<file path="src/hdl/nbl_pkg.sv">
`timescale 1ns / 1ps
// ----------------------------------------------------------------------------
// nbl_pkg: shared types and constants of the nine-bit bus link
// Beat layouts, request codes and reset values used by the link core.
// ----------------------------------------------------------------------------
package nbl_pkg;

  localparam int MaxFrameBytes = 32;

  // request codes carried in the input tuser
  localparam logic [1:0] ReqEdge   = 2'd0;
  localparam logic [1:0] ReqSample = 2'd1;
  localparam logic [1:0] ReqTick   = 2'd2;
  localparam logic [1:0] ReqQueue  = 2'd3;

  localparam logic [4:0] BackoffBitsReset = 5'd10;
  localparam logic [3:0] NoBit            = 4'd15;
  localparam logic [7:0] RemainReset      = 8'd255;
  localparam logic [7:0] RemainLength     = 8'd254;
  localparam logic [7:0] LengthMask       = 8'h0F;

  typedef struct packed {
    logic [1:0] req_type;
    logic       line_bit;
    logic [7:0] queue_byte;
    logic       queue_last;
  } item_t;

  typedef struct packed {
    logic       accepted;
    logic       drive_valid;
    logic       drive_level;
    logic       byte_valid;
    logic [7:0] byte_value;
    logic       byte_command;
    logic       datagram_end;
    logic       collision;
    logic       arm_transmitter;
  } result_t;

endpackage

</file>
<file path="src/hdl/nbl_ram.sv">
`timescale 1ns / 1ps
// ----------------------------------------------------------------------------
// nbl_ram: generic single-write, single-read RAM
// One write port and one read port with registered read data.
// ----------------------------------------------------------------------------
module nbl_ram #(
  parameter int WIDTH = 8,
  parameter int DEPTH = 32
) (
  input  logic                     clk_i,
  input  logic                     we_i,
  input  logic [$clog2(DEPTH)-1:0] waddr_i,
  input  logic [WIDTH-1:0]         wdata_i,
  input  logic [$clog2(DEPTH)-1:0] raddr_i,
  output logic [WIDTH-1:0]         rdata_o
);

  logic [WIDTH-1:0] mem_q [DEPTH];
  logic [WIDTH-1:0] rdata_q;

  always_ff @(posedge clk_i) begin
    if (we_i) begin
      mem_q[waddr_i] <= wdata_i;
    end
    rdata_q <= mem_q[raddr_i];
  end

  assign rdata_o = rdata_q;

endmodule

</file>
<file path="src/hdl/nbl_engine.sv">
`timescale 1ns / 1ps
// ----------------------------------------------------------------------------
// nbl_engine: receive, framing and transmit state of the link
// Updates the link state for one registered beat and forms its result.
// ----------------------------------------------------------------------------
module nbl_engine #(
  parameter int MAX_FRAME_BYTES = nbl_pkg::MaxFrameBytes
) (
  input  logic             clk_i,
  input  logic             rst_ni,
  input  logic             fire_i,
  input  nbl_pkg::item_t   item_i,
  output nbl_pkg::result_t res_o
);

  localparam int AW = $clog2(MAX_FRAME_BYTES);
  localparam int PW = $clog2(MAX_FRAME_BYTES + 1);
  localparam logic [PW-1:0] FillMax = PW'(MAX_FRAME_BYTES);
  localparam logic [PW-1:0] One     = PW'(1);

  localparam logic [1:0] ModeIdle = 2'd0;
  localparam logic [1:0] ModeWait = 2'd1;
  localparam logic [1:0] ModeRecv = 2'd2;
  localparam logic [1:0] ModeXmit = 2'd3;

  logic [3:0]    rx_bit_q, rx_bit_d;
  logic [7:0]    rx_shift_q, rx_shift_d;
  logic          rx_cmd_q, rx_cmd_d;
  logic [7:0]    rx_rem_q, rx_rem_d;
  logic [3:0]    tx_bit_q, tx_bit_d;
  logic [7:0]    tx_cur_q, tx_cur_d;
  logic          tx_cmd_q, tx_cmd_d;
  logic [PW-1:0] tx_pos_q, tx_pos_d;
  logic [PW-1:0] tx_pend_q, tx_pend_d;
  logic [PW-1:0] tx_fill_q, tx_fill_d;
  logic [1:0]    mode_q, mode_d;

  logic [3:0]    rx_idx;
  logic [7:0]    shift_v;
  logic          cmd_v;
  logic [7:0]    rem_v;
  logic [PW-1:0] pend_v;
  logic [PW-1:0] fill_v;
  logic          wr_hit;
  nbl_pkg::result_t res;

  logic          ram_we;
  logic [AW-1:0] ram_raddr;
  logic [7:0]    ram_rdata;
  logic          byp_q;
  logic [7:0]    byp_data_q;
  logic [7:0]    store_rd;

  always_comb begin
    rx_bit_d   = rx_bit_q;
    rx_shift_d = rx_shift_q;
    rx_cmd_d   = rx_cmd_q;
    rx_rem_d   = rx_rem_q;
    tx_bit_d   = tx_bit_q;
    tx_cur_d   = tx_cur_q;
    tx_cmd_d   = tx_cmd_q;
    tx_pos_d   = tx_pos_q;
    tx_pend_d  = tx_pend_q;
    tx_fill_d  = tx_fill_q;
    mode_d     = mode_q;
    res        = '0;
    wr_hit     = 1'b0;
    rx_idx     = rx_bit_q + 4'd1;
    shift_v    = (rx_idx == 4'd0) ? 8'd0 : rx_shift_q;
    cmd_v      = (rx_idx == 4'd0) ? 1'b0 : rx_cmd_q;
    rem_v      = rx_cmd_q ? nbl_pkg::RemainReset : rx_rem_q;
    pend_v     = tx_pend_q;
    fill_v     = tx_fill_q;
    case (item_i.req_type)
      nbl_pkg::ReqEdge: begin
        if (rx_bit_q == nbl_pkg::NoBit) begin
          if (mode_q == ModeIdle || mode_q == ModeWait) begin
            mode_d = ModeRecv;
          end
          res.accepted = 1'b1;
        end
      end
      nbl_pkg::ReqSample: begin
        if (rx_idx <= 4'd7) begin
          rx_shift_d = shift_v;
          rx_shift_d[rx_idx[2:0]] = shift_v[rx_idx[2:0]] | item_i.line_bit;
          rx_cmd_d   = cmd_v;
          rx_bit_d   = rx_idx;
          res.accepted = 1'b1;
        end else if (rx_idx == 4'd8) begin
          rx_shift_d = shift_v;
          rx_cmd_d   = item_i.line_bit;
          rx_bit_d   = rx_idx;
          res.accepted = 1'b1;
        end else begin
          rx_bit_d = nbl_pkg::NoBit;
          if (!item_i.line_bit) begin
            // stop bit low: drop the character
            mode_d = ModeIdle;
          end else begin
            mode_d = ModeWait;
            if (mode_q == ModeXmit && rx_shift_q != tx_cur_q) begin
              // echo mismatch: cancel the datagram
              tx_pend_d           = '0;
              tx_pos_d            = '0;
              res.collision       = 1'b1;
              res.arm_transmitter = 1'b1;
            end else begin
              res.byte_valid   = 1'b1;
              res.byte_value   = rx_shift_q;
              res.byte_command = rx_cmd_q;
              rx_rem_d = rem_v;
              if (rem_v == nbl_pkg::RemainLength) begin
                rx_rem_d = rx_shift_q & nbl_pkg::LengthMask;
              end else if (rem_v == 8'd0) begin
                res.datagram_end = 1'b1;
              end else begin
                rx_rem_d = rem_v - 8'd1;
              end
              if (mode_q == ModeXmit) begin
                if (tx_pend_q != '0) begin
                  pend_v   = tx_pend_q - One;
                  tx_pos_d = tx_pos_q + One;
                end
                tx_pend_d = pend_v;
                res.arm_transmitter = (pend_v == '0);
              end else begin
                res.arm_transmitter = 1'b1;
              end
            end
          end
        end
      end
      nbl_pkg::ReqTick: begin
        if (tx_bit_q == nbl_pkg::NoBit) begin
          if (mode_q == ModeWait) begin
            mode_d = ModeIdle;
          end
          if (tx_pend_q != '0) begin
            tx_cur_d        = store_rd;
            tx_cmd_d        = (tx_pos_q == '0);
            mode_d          = ModeXmit;
            res.drive_valid = 1'b1;
            res.drive_level = 1'b0;
            tx_bit_d        = 4'd0;
          end
        end else if (tx_bit_q <= 4'd7) begin
          res.drive_valid = 1'b1;
          res.drive_level = tx_cur_q[tx_bit_q[2:0]];
          tx_bit_d        = tx_bit_q + 4'd1;
        end else if (tx_bit_q == 4'd8) begin
          res.drive_valid = 1'b1;
          res.drive_level = tx_cmd_q;
          tx_bit_d        = 4'd9;
        end else begin
          res.drive_valid = 1'b1;
          res.drive_level = 1'b1;
          tx_bit_d        = nbl_pkg::NoBit;
        end
      end
      nbl_pkg::ReqQueue: begin
        if (tx_pend_q == '0) begin
          if (tx_fill_q < FillMax) begin
            wr_hit       = 1'b1;
            fill_v       = tx_fill_q + One;
            res.accepted = 1'b1;
          end
          if (item_i.queue_last && fill_v != '0) begin
            tx_pend_d = fill_v;
            tx_pos_d  = '0;
            tx_fill_d = '0;
          end else begin
            tx_fill_d = fill_v;
          end
        end
      end
      default: begin
        res = '0;
      end
    endcase
  end

  assign res_o     = res;
  assign ram_we    = fire_i & wr_hit;
  // keep the read port on the next transmit position
  assign ram_raddr = fire_i ? tx_pos_d[AW-1:0] : tx_pos_q[AW-1:0];
  assign store_rd  = byp_q ? byp_data_q : ram_rdata;

  nbl_ram #(
    .WIDTH(8),
    .DEPTH(MAX_FRAME_BYTES)
  ) u_store (
    .clk_i  (clk_i),
    .we_i   (ram_we),
    .waddr_i(tx_fill_q[AW-1:0]),
    .wdata_i(item_i.queue_byte),
    .raddr_i(ram_raddr),
    .rdata_o(ram_rdata)
  );

  // forward a byte written at the address being read in the same cycle
  always_ff @(posedge clk_i or negedge rst_ni) begin
    if (!rst_ni) begin
      byp_q <= 1'b0;
    end else begin
      byp_q <= ram_we && (tx_fill_q[AW-1:0] == ram_raddr);
    end
  end

  always_ff @(posedge clk_i) begin
    byp_data_q <= item_i.queue_byte;
  end

  always_ff @(posedge clk_i or negedge rst_ni) begin
    if (!rst_ni) begin
      rx_bit_q   <= nbl_pkg::NoBit;
      rx_shift_q <= 8'd0;
      rx_cmd_q   <= 1'b0;
      rx_rem_q   <= nbl_pkg::RemainReset;
      tx_bit_q   <= nbl_pkg::NoBit;
      tx_cur_q   <= 8'd0;
      tx_cmd_q   <= 1'b1;
      tx_pos_q   <= '0;
      tx_pend_q  <= '0;
      tx_fill_q  <= '0;
      mode_q     <= ModeIdle;
    end else if (fire_i) begin
      rx_bit_q   <= rx_bit_d;
      rx_shift_q <= rx_shift_d;
      rx_cmd_q   <= rx_cmd_d;
      rx_rem_q   <= rx_rem_d;
      tx_bit_q   <= tx_bit_d;
      tx_cur_q   <= tx_cur_d;
      tx_cmd_q   <= tx_cmd_d;
      tx_pos_q   <= tx_pos_d;
      tx_pend_q  <= tx_pend_d;
      tx_fill_q  <= tx_fill_d;
      mode_q     <= mode_d;
    end
  end

endmodule

</file>
<file path="src/hdl/nine_bit_bus_link_with_collision_core.sv">
`timescale 1ns / 1ps
// ----------------------------------------------------------------------------
// nine_bit_bus_link_with_collision_core: port of a shared nine-bit bus
// Receiver, datagram framing and collision-checked transmitter.
// ----------------------------------------------------------------------------
// Usage:
//   The s_axis channel takes one event per beat: tuser gives the request
//   (falling edge, receive sample, transmit tick, queue byte), tdata the
//   sampled line level and the queued byte, tlast the end of a queued
//   datagram. Each beat yields exactly one m_axis beat carrying the drive
//   request, the received byte, collision and rearm flags; tlast marks a
//   byte that completes a datagram and tuser carries its command bit.
//   The cfg channel writes backoff_bits, the bit-time wait that the external
//   transmit timer applies when arm_transmitter is set; backoff_bits_o
//   presents it to that timer. The cfg channel is always ready.
// Timing:
//   A beat is registered at the input, processed combinationally and held
//   in the result register; throughput is one beat per cycle while m_axis
//   does not stall. The transmit store is a RAM with registered read,
//   prefetched at the next transmit position.
//   Reset empties the store and returns the link to idle, no bit pending.
//   When m_axis stalls, the result and one input beat are held and
//   s_axis_tready drops until the result is taken.
// ----------------------------------------------------------------------------
module nine_bit_bus_link_with_collision_core #(
  parameter int MAX_FRAME_BYTES = nbl_pkg::MaxFrameBytes
) (
  input  logic        clk_i,
  input  logic        rst_ni,
  input  logic        s_axis_tvalid,
  output logic        s_axis_tready,
  input  logic [15:0] s_axis_tdata,  // [0] line_bit, [8:1] queue_byte, [15:9] zero
  input  logic [1:0]  s_axis_tuser,  // [1:0] req_type
  input  logic        s_axis_tlast,  // queue_last
  output logic        m_axis_tvalid,
  input  logic        m_axis_tready,
  // [0] accepted, [1] drive_valid, [2] drive_level, [3] byte_valid,
  // [11:4] byte_value, [12] collision, [13] arm_transmitter, [15:14] zero
  output logic [15:0] m_axis_tdata,
  output logic        m_axis_tuser,  // byte_command
  output logic        m_axis_tlast,  // datagram_end
  input  logic        cfg_valid_i,
  output logic        cfg_ready_o,
  input  logic [4:0]  cfg_data_i,
  output logic [4:0]  backoff_bits_o
);

  logic             in_valid_q;
  nbl_pkg::item_t   in_item_q;
  logic             res_valid_q;
  nbl_pkg::result_t res_q;
  nbl_pkg::result_t res;
  logic             advance;
  logic             fire;
  logic [4:0]       backoff_bits_q;

  assign advance       = !res_valid_q || m_axis_tready;
  assign fire          = in_valid_q && advance;
  assign s_axis_tready = !in_valid_q || advance;
  assign cfg_ready_o   = 1'b1;

  always_ff @(posedge clk_i or negedge rst_ni) begin
    if (!rst_ni) begin
      backoff_bits_q <= nbl_pkg::BackoffBitsReset;
    end else if (cfg_valid_i) begin
      backoff_bits_q <= cfg_data_i;
    end
  end

  always_ff @(posedge clk_i or negedge rst_ni) begin
    if (!rst_ni) begin
      in_valid_q  <= 1'b0;
      res_valid_q <= 1'b0;
    end else begin
      if (s_axis_tready) begin
        in_valid_q <= s_axis_tvalid;
      end
      if (advance) begin
        res_valid_q <= in_valid_q;
      end
    end
  end

  // capture the beat and its result
  always_ff @(posedge clk_i) begin
    if (s_axis_tvalid && s_axis_tready) begin
      in_item_q.req_type   <= s_axis_tuser;
      in_item_q.line_bit   <= s_axis_tdata[0];
      in_item_q.queue_byte <= s_axis_tdata[8:1];
      in_item_q.queue_last <= s_axis_tlast;
    end
    if (fire) begin
      res_q <= res;
    end
  end

  nbl_engine #(
    .MAX_FRAME_BYTES(MAX_FRAME_BYTES)
  ) u_engine (
    .clk_i (clk_i),
    .rst_ni(rst_ni),
    .fire_i(fire),
    .item_i(in_item_q),
    .res_o (res)
  );

  assign m_axis_tvalid = res_valid_q;
  assign m_axis_tdata  = {2'b00, res_q.arm_transmitter, res_q.collision, res_q.byte_value,
                          res_q.byte_valid, res_q.drive_level, res_q.drive_valid,
                          res_q.accepted};
  assign m_axis_tuser  = res_q.byte_command;
  assign m_axis_tlast  = res_q.datagram_end;

  // hand the wait to the external transmit timer, qualified by arm_transmitter
  assign backoff_bits_o = backoff_bits_q;

endmodule

</file>
<file path="config.mk">
export PLATFORM = sky130hd
export DESIGN_NAME = nine_bit_bus_link_with_collision_core
export DESIGN_NICKNAME = d
export VERILOG_FILES = /design/src/hdl/nbl_pkg.sv /design/src/hdl/nbl_ram.sv /design/src/hdl/nbl_engine.sv /design/src/hdl/nine_bit_bus_link_with_collision_core.sv
export SDC_FILE = /design/constraint.sdc
export NUM_CORES = 1
export LEC_CHECK = 0
export BUFFER_PORTS_ARGS = -buffer_cell sky130_fd_sc_hd__buf_2
export CAP_MARGIN = 20
export CORE_ASPECT_RATIO = 0.8
export CORE_MARGIN = 2
export CORE_UTILIZATION = 50
export DETAILED_ROUTE_END_ITERATION = 8
export PLACE_DENSITY = 0.67
export SLEW_MARGIN = 20
export SYNTH_ARGS = -nofsm -noshare
export SYNTH_HDL_FRONTEND = slang
export SYNTH_SLANG_ARGS = --single-unit
</file>
<file path="constraint.sdc">
create_clock -name clk_i -period 10.7 [get_ports clk_i]
set_input_delay 0 -clock clk_i [delete_from_list [all_inputs] [get_ports clk_i]]
set_output_delay 0 -clock clk_i [all_outputs]
set_load 0.01 [all_outputs]
</file>
==> results.json, run 1 <==
{
  "ios": 55,
  "synth-simple-area-share_pct": 13.4,
  "grt_util_met3_pct": 5.22,
  "crit_required_ps": 11080,
  "synth_top_family_by_area": "simple AND/OR/NAND/NOR gates",
  "synth_top_area_cell": "edfxtp_1",
  "first_global_vias": 9722,
  "internal-power_mw": 2.70,
  "globalRoute.busiestLayer": "met1",
  "critPathLaunchType": "register",
  "synth-main-ff-cell": "edfxtp_1",
  "grt-ovfl-total": 0,
  "crit_type": "reg2reg",
  "timing.max_cap.violations": 0,
  "grtUsageMet1_pct": 34.3,
  "ir_drop_uv": 145,
  "fin_crit_sh_pct": 54.0,
  "cts_tree": "built",
  "fmax_ghz": 0.173,
  "synth-xor-area-share_pct": 1.29,
  "crit_path_start": "u_engine.tx_pend_q[0]$_DFFE_PN0P_",
  "p_switching_mw": 1.26,
  "antenna_left": 0,
  "first_iter_violations": 1105,
  "min_period_ps": 5770,
  "grt_usage_pct": 22.8,
  "row_count": 57,
  "power_density_nw_per_um2": 225,
  "p_leak_nw": 6.35,
  "synth_edf_count": 284,
  "synth_seq_area_share_pct": 66.5,
  "layout_common_cells": "edfxtp_1, nand2_1, nor2_1",
  "final_common_cell": "edfxtp_1",
  "worstSetupEndpoint": "u_engine.u_store.rdata_o[2]$_DFF_P_",
  "slew_headroom_pct": 33.6,
  "drc": 0,
  "cts-resized-gates": 0,
  "drive_above_1_share_pct": 12.1,
  "async_reset_ff_share_pct": 17.1,
  "status": "completed",
  "drv_slew": 0,
  "wl_um": 37500,
  "portBuffers": 44,
  "final_nets": 1353,
  "via_count": 10300,
  "fin_worst_skew_ps": 12.5,
  "swShare_pct": 31.9,
  "antenna_found_initial": 0,
  "hold_violations": 0,
  "synth.area.top_cells": "edfxtp_1, dfrtp_1, mux2i_1",
  "routabilityCongestion": 0.833,
  "grt_start_max_net_pins": 69,
  "avgSynthCellArea_sq_um": 12.6,
  "p_comb_share_pct": 24.7,
  "numCtsBuffers": 37,
  "grt.met2_usage_pct": 33.9,
  "r2r_cells": 13,
  "clkSinkCount": 362,
  "vias_per_cell": 5.91,
  "clkTransAtPathRegs_ps": 60,
  "pwr-share-clk_pct": 30.4,
  "cp.arrival_ps": 6150,
  "reg2reg_to": "u_engine.u_store.rdata_o[2]$_DFF_P_",
  "hp-class": "in2async",
  "cp_max_fo": 65,
  "wl_per_cell_um": 21.5,
  "synth-compound-area-share_pct": 8.82,
  "yosys_register_bits": 362,
  "first_pass_iters": 5,
  "tightest_slew_ps": 989,
  "rsz0062_at_grt": "false",
  "final_util_pct": 57.6,
  "clock_latency_ps": 510,
  "synthMuxAreaShare_pct": 5.88,
  "die_h_um": 162,
  "ff2ff_setup_slack_ps": 4930,
  "htree_levels": 2,
  "worstSetupEndpointType": "register",
  "grt_pass1_wl_um": 56700,
  "die_area_sq_um": 32800,
  "finalSetupTns_ps": 0,
  "yosysWarnings": 0,
  "fp.dieW_um": 202,
  "p_seq_share_pct": 44.9,
  "syn_inst": 1247,
  "coreArea_sq_um": 30600,
  "root_buffer": "clkbuf_16",
  "setup_viol_count_final": 0,
  "synth.distinct_cells": 74,
  "synth_fa_ha_area_share_pct": 1.52,
  "r2r-start": "u_engine.tx_pend_q[0]$_DFFE_PN0P_",
  "initial_core_util_pct": 51.2,
  "synth_area_sq_um": 15700,
  "area_growth_syn_to_layout_pct": 12.4,
  "synth_top_area_share_pct": 54.4,
  "clockBufferDepth": 3,
  "dp.final_hpwl_um": 23400
}
cell usage after synthesis, types with 3 or more instances:
cell,number
edfxtp_1,284
nand2_1,184
nor2_1,94
mux2i_1,73
a21oi_1,52
o21ai_0,50
dfrtp_1,43
nand3_1,42
clkbuf_1,40
o22ai_1,34
nand4_1,28
inv_1,25
dfstp_2,19
ha_1,19
dfxtp_1,16
or4_1,16
nor3_1,15
o2111ai_1,15
xnor2_1,15
and2_1,14
buf_2,13
nand2b_1,11
a31oi_1,10
mux2_2,9
buf_4,8
xor2_1,8
o31ai_1,7
nor2b_1,6
nor4_1,6
and3_1,5
a21boi_0,4
a21boi_1,4
a41oi_1,4
mux4_2,4
nand3b_1,4
o211ai_1,4
or3_1,4
a21oi_2,3
buf_1,3
nand4b_1,3
nor3b_1,3
or2_2,3
logic make-up after synthesis:
kind of cell	after synthesis
simple gates	448
other cells	2
mux	86
flops	362
compound gates	214
xor+xnor	23
fa+ha+maj	19
buf+inv	93
per-stage QoR:
step	power, mW	hold WS (ps)	cell area (sq um)	setup WS [ps]	instances
2_1_floorplan	2.49	-296	15700	6640	1248
3_3_place_gp	2.73	178	16200	5060	1653
3_5_place_dp	2.75	178	16200	5020	1653
4_1_cts	3.96	180	17600	5010	1744
5_1_grt	4.15	193	17600	4660	1744
6_report	3.96	194	17600	4930	1745
critical path, cell delays in order, from the launching register on:
cell and delay (ps):
dfrtp_1 460, inv_1 90, ha_1 240, or4b_1 500, or4b_1 540, a21oi_2 200
o21a_2 210, nor2_1 100, a21oi_4 640, buf_4 870, nand2_2 410, o2111ai_1 600
o22ai_1 150, or4_1 540
per-layer routing:
metal	share of wire, %	vias up
met5	0	-
met2	44	401
li1	-	4756
met4	1.7	0
met1	46	5103
met3	8.5	51
worst min-delay path by stage:
stage,start,to,slack [ps],cells past startpoint
final,rst_ni,u_engine.tx_fill_q[4]$_DFFE_PN0P_,190,3
after global routing,s_axis_tdata[2],in_item_q[2]$_DFFE_PP_,190,2
after CTS,s_axis_tdata[7],in_item_q[7]$_DFFE_PP_,180,2
after detailed placement,s_axis_tdata[7],in_item_q[7]$_DFFE_PP_,180,1
after global placement,s_axis_tdata[6],in_item_q[6]$_DFFE_PP_,180,1
after floorplan,rst_ni,backoff_bits_o[0]$_DFFE_PN0P_,-300,0
registers in the layout, summed over array words and instances, names as in the netlist, 8 cells and up:
name                      flops
u_engine.tx_cur_q             8
in_item_q                    12
u_engine.u_store.mem_q      256
u_engine.rx_shift_q           8
u_engine.byp_data_q           8
u_engine.u_store.rdata_o      8
m_axis_tdata                 14
u_engine.rx_rem_q             8
timing repair:
item | CTS | global route
buffers inserted | 0 | 0
hold buffers | 26 | 0
endpoints found under the hold margin | 62 | 0
final cells by class:
type                       instances  area, sq um
fill                            2480        13000
sequential                       362        10400
multi-input combinational        793         4880
clock buffer                      45          966
timing repair buffer              83          578
tap                              413          517
clock inverter                    20          143
inverter                          28          108
antenna                            1         2.50
power by group through the flow:
stage	Sequential [mW]	Combinational, mW	Clock, mW
final	1.78	0.980	1.20
after global routing	1.80	1.08	1.27
after CTS	1.78	0.963	1.22
after detailed placement	1.80	0.950	0
after global placement	1.80	0.928	0
after floorplan	1.75	0.741	0
Note: power is estimated with default switching activity, not from simulation.
==> inputs of run 2 (changes only) <==
- clock period: 10.7 -> 6 ns (I/O delays scaled with it)
==> results.json, run 2 (synthesis gave the netlist of run 1 again) <==
{
  "status": "completed",
  "crit_type": "reg2reg",
  "root_buffer": "clkbuf_16",
  "diodes": 0,
  "globalRoute.busiestLayer": "met1",
  "die_h_um": 162,
  "p_leak_nw": 6.36,
  "dp.final_hpwl_um": 23400,
  "fmax_ghz": 0.212,
  "setup_viol_count_final": 0,
  "path_buf_inv": 2,
  "r2r_cells": 13,
  "slowest_delay_ps": 550,
  "cp.arrival_ps": 5100,
  "grt_usage_pct": 22.3,
  "hold_start": "s_axis_tuser[0]",
  "portBuffers": 44,
  "power_mw": 7.03,
  "cts_tree": "built",
  "min_path_cells": 2,
  "tightest_slew_ps": 1130,
  "grt_util_met3_pct": 4.44,
  "fp.dieW_um": 202,
  "drive_above_1_share_pct": 12.1,
  "first_global_vias": 9568,
  "rsz0062_at_grt": "false",
  "first_iter_violations": 985,
  "antenna_left": 0,
  "fillers": 2459,
  "critical_path.cell_chain": "inv_1 > ha_1 > or4b_1 > or4b_1 > a21oi_2 > o21a_2 > nor2_1 > a21oi_4 > buf_12 > nand2_2 > o2111ai_1 > o22ai_1 > or4_1",
  "grt_pass1_wl_um": 56100,
  "clkSinkCount": 362,
  "worstSetupEndpointType": "register",
  "wl_um": 36500,
  "power_density_nw_per_um2": 399,
  "clockBufferDepth": 3,
  "grt_start_max_net_pins": 83,
  "hold_violations": 0,
  "dpl_worst_slack_ps": 1350,
  "largest_reg_flops": 256,
  "area_growth_syn_to_layout_pct": 12.5,
  "cp.depth": 13,
  "antenna_found_initial": 0,
  "vias_per_cell": 5.94,
  "die_area_sq_um": 32800,
  "fin_worst_skew_ps": 12.0,
  "crit_required_ps": 6380,
  "row_count": 57,
  "regMostFlops": "u_engine.u_store.mem_q",
  "final_util_pct": 57.7,
  "postLayoutCellArea_sq_um": 17600,
  "slew_headroom_pct": 24.6,
  "critPathLaunchType": "register",
  "fin_crit_sh_pct": 78.6,
  "crit_path_start": "u_engine.tx_pend_q[0]$_DFFE_PN0P_",
  "dpl_cell_area_sq_um": 16300,
  "initial_core_util_pct": 51.2,
  "grtUsageMet1_pct": 34.9,
  "via_count": 10400,
  "clkTransAtPathRegs_ps": 60,
  "r2r-start": "u_engine.tx_pend_q[0]$_DFFE_PN0P_",
  "drc": 0,
  "htree_levels": 2,
  "cp_max_fo": 82,
  "numCtsBuffers": 35,
  "worst_slack_ps": 1280,
  "timing.max_cap.violations": 0,
  "worst_path_max_delay_cell": "or4_1",
  "final_nets": 1354,
  "crit_top_cell": "or4b_1",
  "min_period_ps": 4720,
  "coreArea_sq_um": 30600,
  "crit_family": "simple AND/OR/NAND/NOR gates",
  "hp-class": "in2reg",
  "post_cts.repair.setup_buffers": 0,
  "wl_per_cell_um": 20.9,
  "final_common_cell": "edfxtp_1",
  "ios": 55,
  "first_pass_iters": 5,
  "layout_common_cells": "edfxtp_1, nand2_1, nor2_1",
  "finalSetupTns_ps": 0,
  "drv_slew": 0,
  "clock_latency_ps": 510,
  "grt.met2_usage_pct": 32.2,
  "routabilityCongestion": 0.864,
  "grt-ovfl-total": 0,
  "ir_drop_uv": 258
}
run 2: cell count changes in the layout (fill, tap and decap cells not counted), sizes merged:
cell / delta
buf: +3
bufinv: -1
clkbuf: +2
clkinv: -3
clkinvlp: -1
diode: -1
run 2: power breakdown:
part | switching (mW) | internal [mW]
Clock | 0.891 | 1.19
Sequential | 0.252 | 2.93
Combinational | 1.10 | 0.663
Total | 2.24 | 4.79
run 2: repair_timing:
| action | CTS | global route |
|---|---|---|
| endpoints found under the hold margin | 62 | 0 |
| gates resized for setup | 0 | 0 |
| hold buffers | 26 | 0 |
run 2: area by class of cell:
type,instances,area [sq um],area share [%]
inverters,28,108,0.610
clock inverters,15,91.3,0.518
multi-input cells,793,4880,27.6
flip-flops and latches,362,10400,59.1
repair buffers,86,641,3.63
clock buffers,47,983,5.58
well taps,413,517,2.93
run 2: layer usage:
layer,vias to the layer above,routed length (um)
met3,61,2860
met4,0,667
met2,392,15800
met5,-,0
li1,4756,-
met1,5158,17200
run 2: path summary, 6_finish.rpt:
| kind | to | slack, ps |
|---|---|---|
| setup / recovery | u_engine.u_store.rdata_o[0]$_DFF_P_ | 1280 |
| hold reg to reg | u_engine.rx_rem_q[6]$_DFFE_PN1P_ | 490 |
| hold / removal | in_item_q[10]$_DFFE_PP_ | 200 |
| min in group asynchronous | u_engine.tx_pend_q[2]$_DFFE_PN0P_ | 210 |
| max in group asynchronous | u_engine.tx_cur_q[0]$_DFFE_PN0P_ | 5240 |
| setup reg to reg | u_engine.u_store.rdata_o[0]$_DFF_P_ | 1280 |
run 2: through the flow:
step           cells  hold WS [ps]
6_report        1744           197
5_1_grt         1744           194
3_3_place_gp    1654           177
3_5_place_dp    1655           178
2_1_floorplan   1248          -296
4_1_cts         1743           180
==> inputs of run 3 (changes only) <==
- PLACE_DENSITY: 0.67 -> 0.69
- clock period: 6 -> 3.9 ns (I/O delays scaled with it)
==> results.json, run 3 (synthesis gave the netlist of run 1 again) <==
{
  "fmax_ghz": 0.250,
  "clkSinkCount": 362,
  "antenna_found_initial": 1,
  "fp.dieW_um": 202,
  "post-place-cells": 1753,
  "clock_latency_ps": 530,
  "fin_worst_skew_ps": 19.0,
  "clkTransAtPathRegs_ps": 70,
  "routabilityCongestion": 0.932,
  "drive_above_1_share_pct": 23.0,
  "fin_crit_sh_pct": 103,
  "layout_common_cells": "edfxtp_1, nand2_1, buf_4",
  "grt-ovfl-total": 0,
  "status": "complete, but fails checks",
  "finalSetupTns_ps": -140,
  "rsz0062_at_grt": "true",
  "slew_headroom_pct": 30.1,
  "via_count": 11000,
  "die_area_sq_um": 32800,
  "area_growth_syn_to_layout_pct": 22.1,
  "diodes": 0,
  "crit_required_ps": 4310,
  "cp_max_fo": 5,
  "internal-power_mw": 7.92,
  "first_iter_violations": 1201,
  "dp.final_hpwl_um": 26900,
  "timing.max_cap.violations": 0,
  "portBuffers": 44,
  "row_count": 57,
  "hp-class": "in2reg",
  "wl_um": 41000,
  "root_buffer": "clkbuf_16",
  "p_seq_share_pct": 41.8,
  "ir_drop_uv": 377,
  "first_global_vias": 10500,
  "pwr-share-clk_pct": 28.2,
  "final_common_cell": "edfxtp_1",
  "power_density_nw_per_um2": 609,
  "swShare_pct": 32.1,
  "p_comb_share_pct": 30.0,
  "vias_per_cell": 5.91,
  "dpl_worst_slack_ps": -294,
  "cp.arrival_ps": 4410,
  "grt_pass1_wl_um": 63100,
  "wl_per_cell_um": 22.1,
  "crit_type": "reg2reg",
  "htree_levels": 2,
  "initial_core_util_pct": 51.2,
  "largest_reg_flops": 256,
  "min_period_ps": 4010,
  "multi_input_area_sq_um": 5280,
  "clockBufferDepth": 3,
  "setup_viol_count_final": 4,
  "numCtsBuffers": 35,
  "final_nets": 1470,
  "worst_slack_ps": -106,
  "worstSetupEndpointType": "register",
  "hold_ws_ps": 189,
  "hold_violations": 0,
  "critPathLaunchType": "register",
  "ios": 55,
  "p_switching_mw": 3.74,
  "regMostFlops": "u_engine.u_store.mem_q",
  "tightest_slew_ps": 1050,
  "p_leak_nw": 7.10,
  "postLayoutCellArea_sq_um": 19100,
  "layout.area.seq_sq_um": 10400,
  "grt_start_max_net_pins": 63,
  "drc": 0,
  "final_cells": 1861,
  "coreArea_sq_um": 30600,
  "fillers": 2292,
  "dpl_cell_area_sq_um": 17100,
  "grt_usage_pct": 25.3,
  "die_h_um": 162,
  "violations": "setup timing",
  "drv_slew": 0,
  "cts_tree": "built",
  "first_pass_iters": 6,
  "antenna_left": 0
}
## run 3: metal layers
layer / up-vias / global-route usage (%) / part of all wire, %
met1: 5424 / 38.7 / 44
met5: - / 0 / 0
met2: 518 / 36.7 / 44
li1: 4989 / - / -
met4: 0 / 5.41 / 1.6
met3: 63 / 6.04 / 10
## run 3: critical path, cell delays in order, from the launching register on
cell and delay, ps:
dfrtp_1 400, inv_2 80, ha_4 120, or4b_4 460
or4b_4 510, a21oi_4 210, o21a_4 180, nor2_4 40
a21oi_4 130, buf_12 170, buf_12 150, buf_12 120
mux2i_4 240, o22ai_4 120, or4_4 440, or4_1 490
## run 3: final timing paths
path / start / to / slack, ps / cells past startpoint
min in group asynchronous: rst_ni / u_engine.tx_pend_q[2]$_DFFE_PN0P_ / 200 / 3
setup / recovery: u_engine.tx_pend_q[1]$_DFFE_PN0P_ / u_engine.u_store.rdata_o[1]$_DFF_P_ / -110 / 15
max in group asynchronous: rst_ni / u_engine.tx_fill_q[0]$_DFFE_PN0P_ / 3120 / 3
hold / removal: s_axis_tdata[4] / in_item_q[4]$_DFFE_PP_ / 190 / 2
setup reg to reg: u_engine.tx_pend_q[1]$_DFFE_PN0P_ / u_engine.u_store.rdata_o[1]$_DFF_P_ / -110 / 15
hold reg to reg: in_item_q[3]$_DFFE_PP_ / u_engine.u_store.mem_q[0][2]$_DFFE_PP_ / 470 / 0
## run 3: metrics by stage
| step | util [%] | power (mW) |
|---|---|---|
| after floorplan | - | 6.85 |
| after global placement | 55.8 | 7.77 |
| after detailed placement | 55.9 | 7.83 |
| after CTS | 61.4 | 11.4 |
| after global routing | 62.5 | 12.2 |
| final | 62.5 | 11.7 |
## run 3: timing repair
item                                    CTS  global route
pin swaps                                20            12
cloned                                    2             0
hold buffers                             26             0
setup buffers                            11             6
resized for setup                        30            55
endpoints found under the hold margin    62             0
endpoints found under the setup margin    8             8
## run 3: area by class of cell
cell class	count	area share (%)
sequential	362	54.5
inverter	28	0.576
multi-input combinational	793	27.6
tap	413	2.70
clock inverter	22	0.798
clock buffer	41	4.92
timing repair buffer	202	8.93
## run 3: power groups by stage
stage / registers (mW) / logic, mW / clock network (mW)
global placement: 4.95 / 2.83 / 0
global route: 4.91 / 3.78 / 3.48
floorplan: 4.80 / 2.05 / 0
finish: 4.87 / 3.50 / 3.28
detailed placement: 4.94 / 2.89 / 0
CTS: 4.86 / 3.21 / 3.33
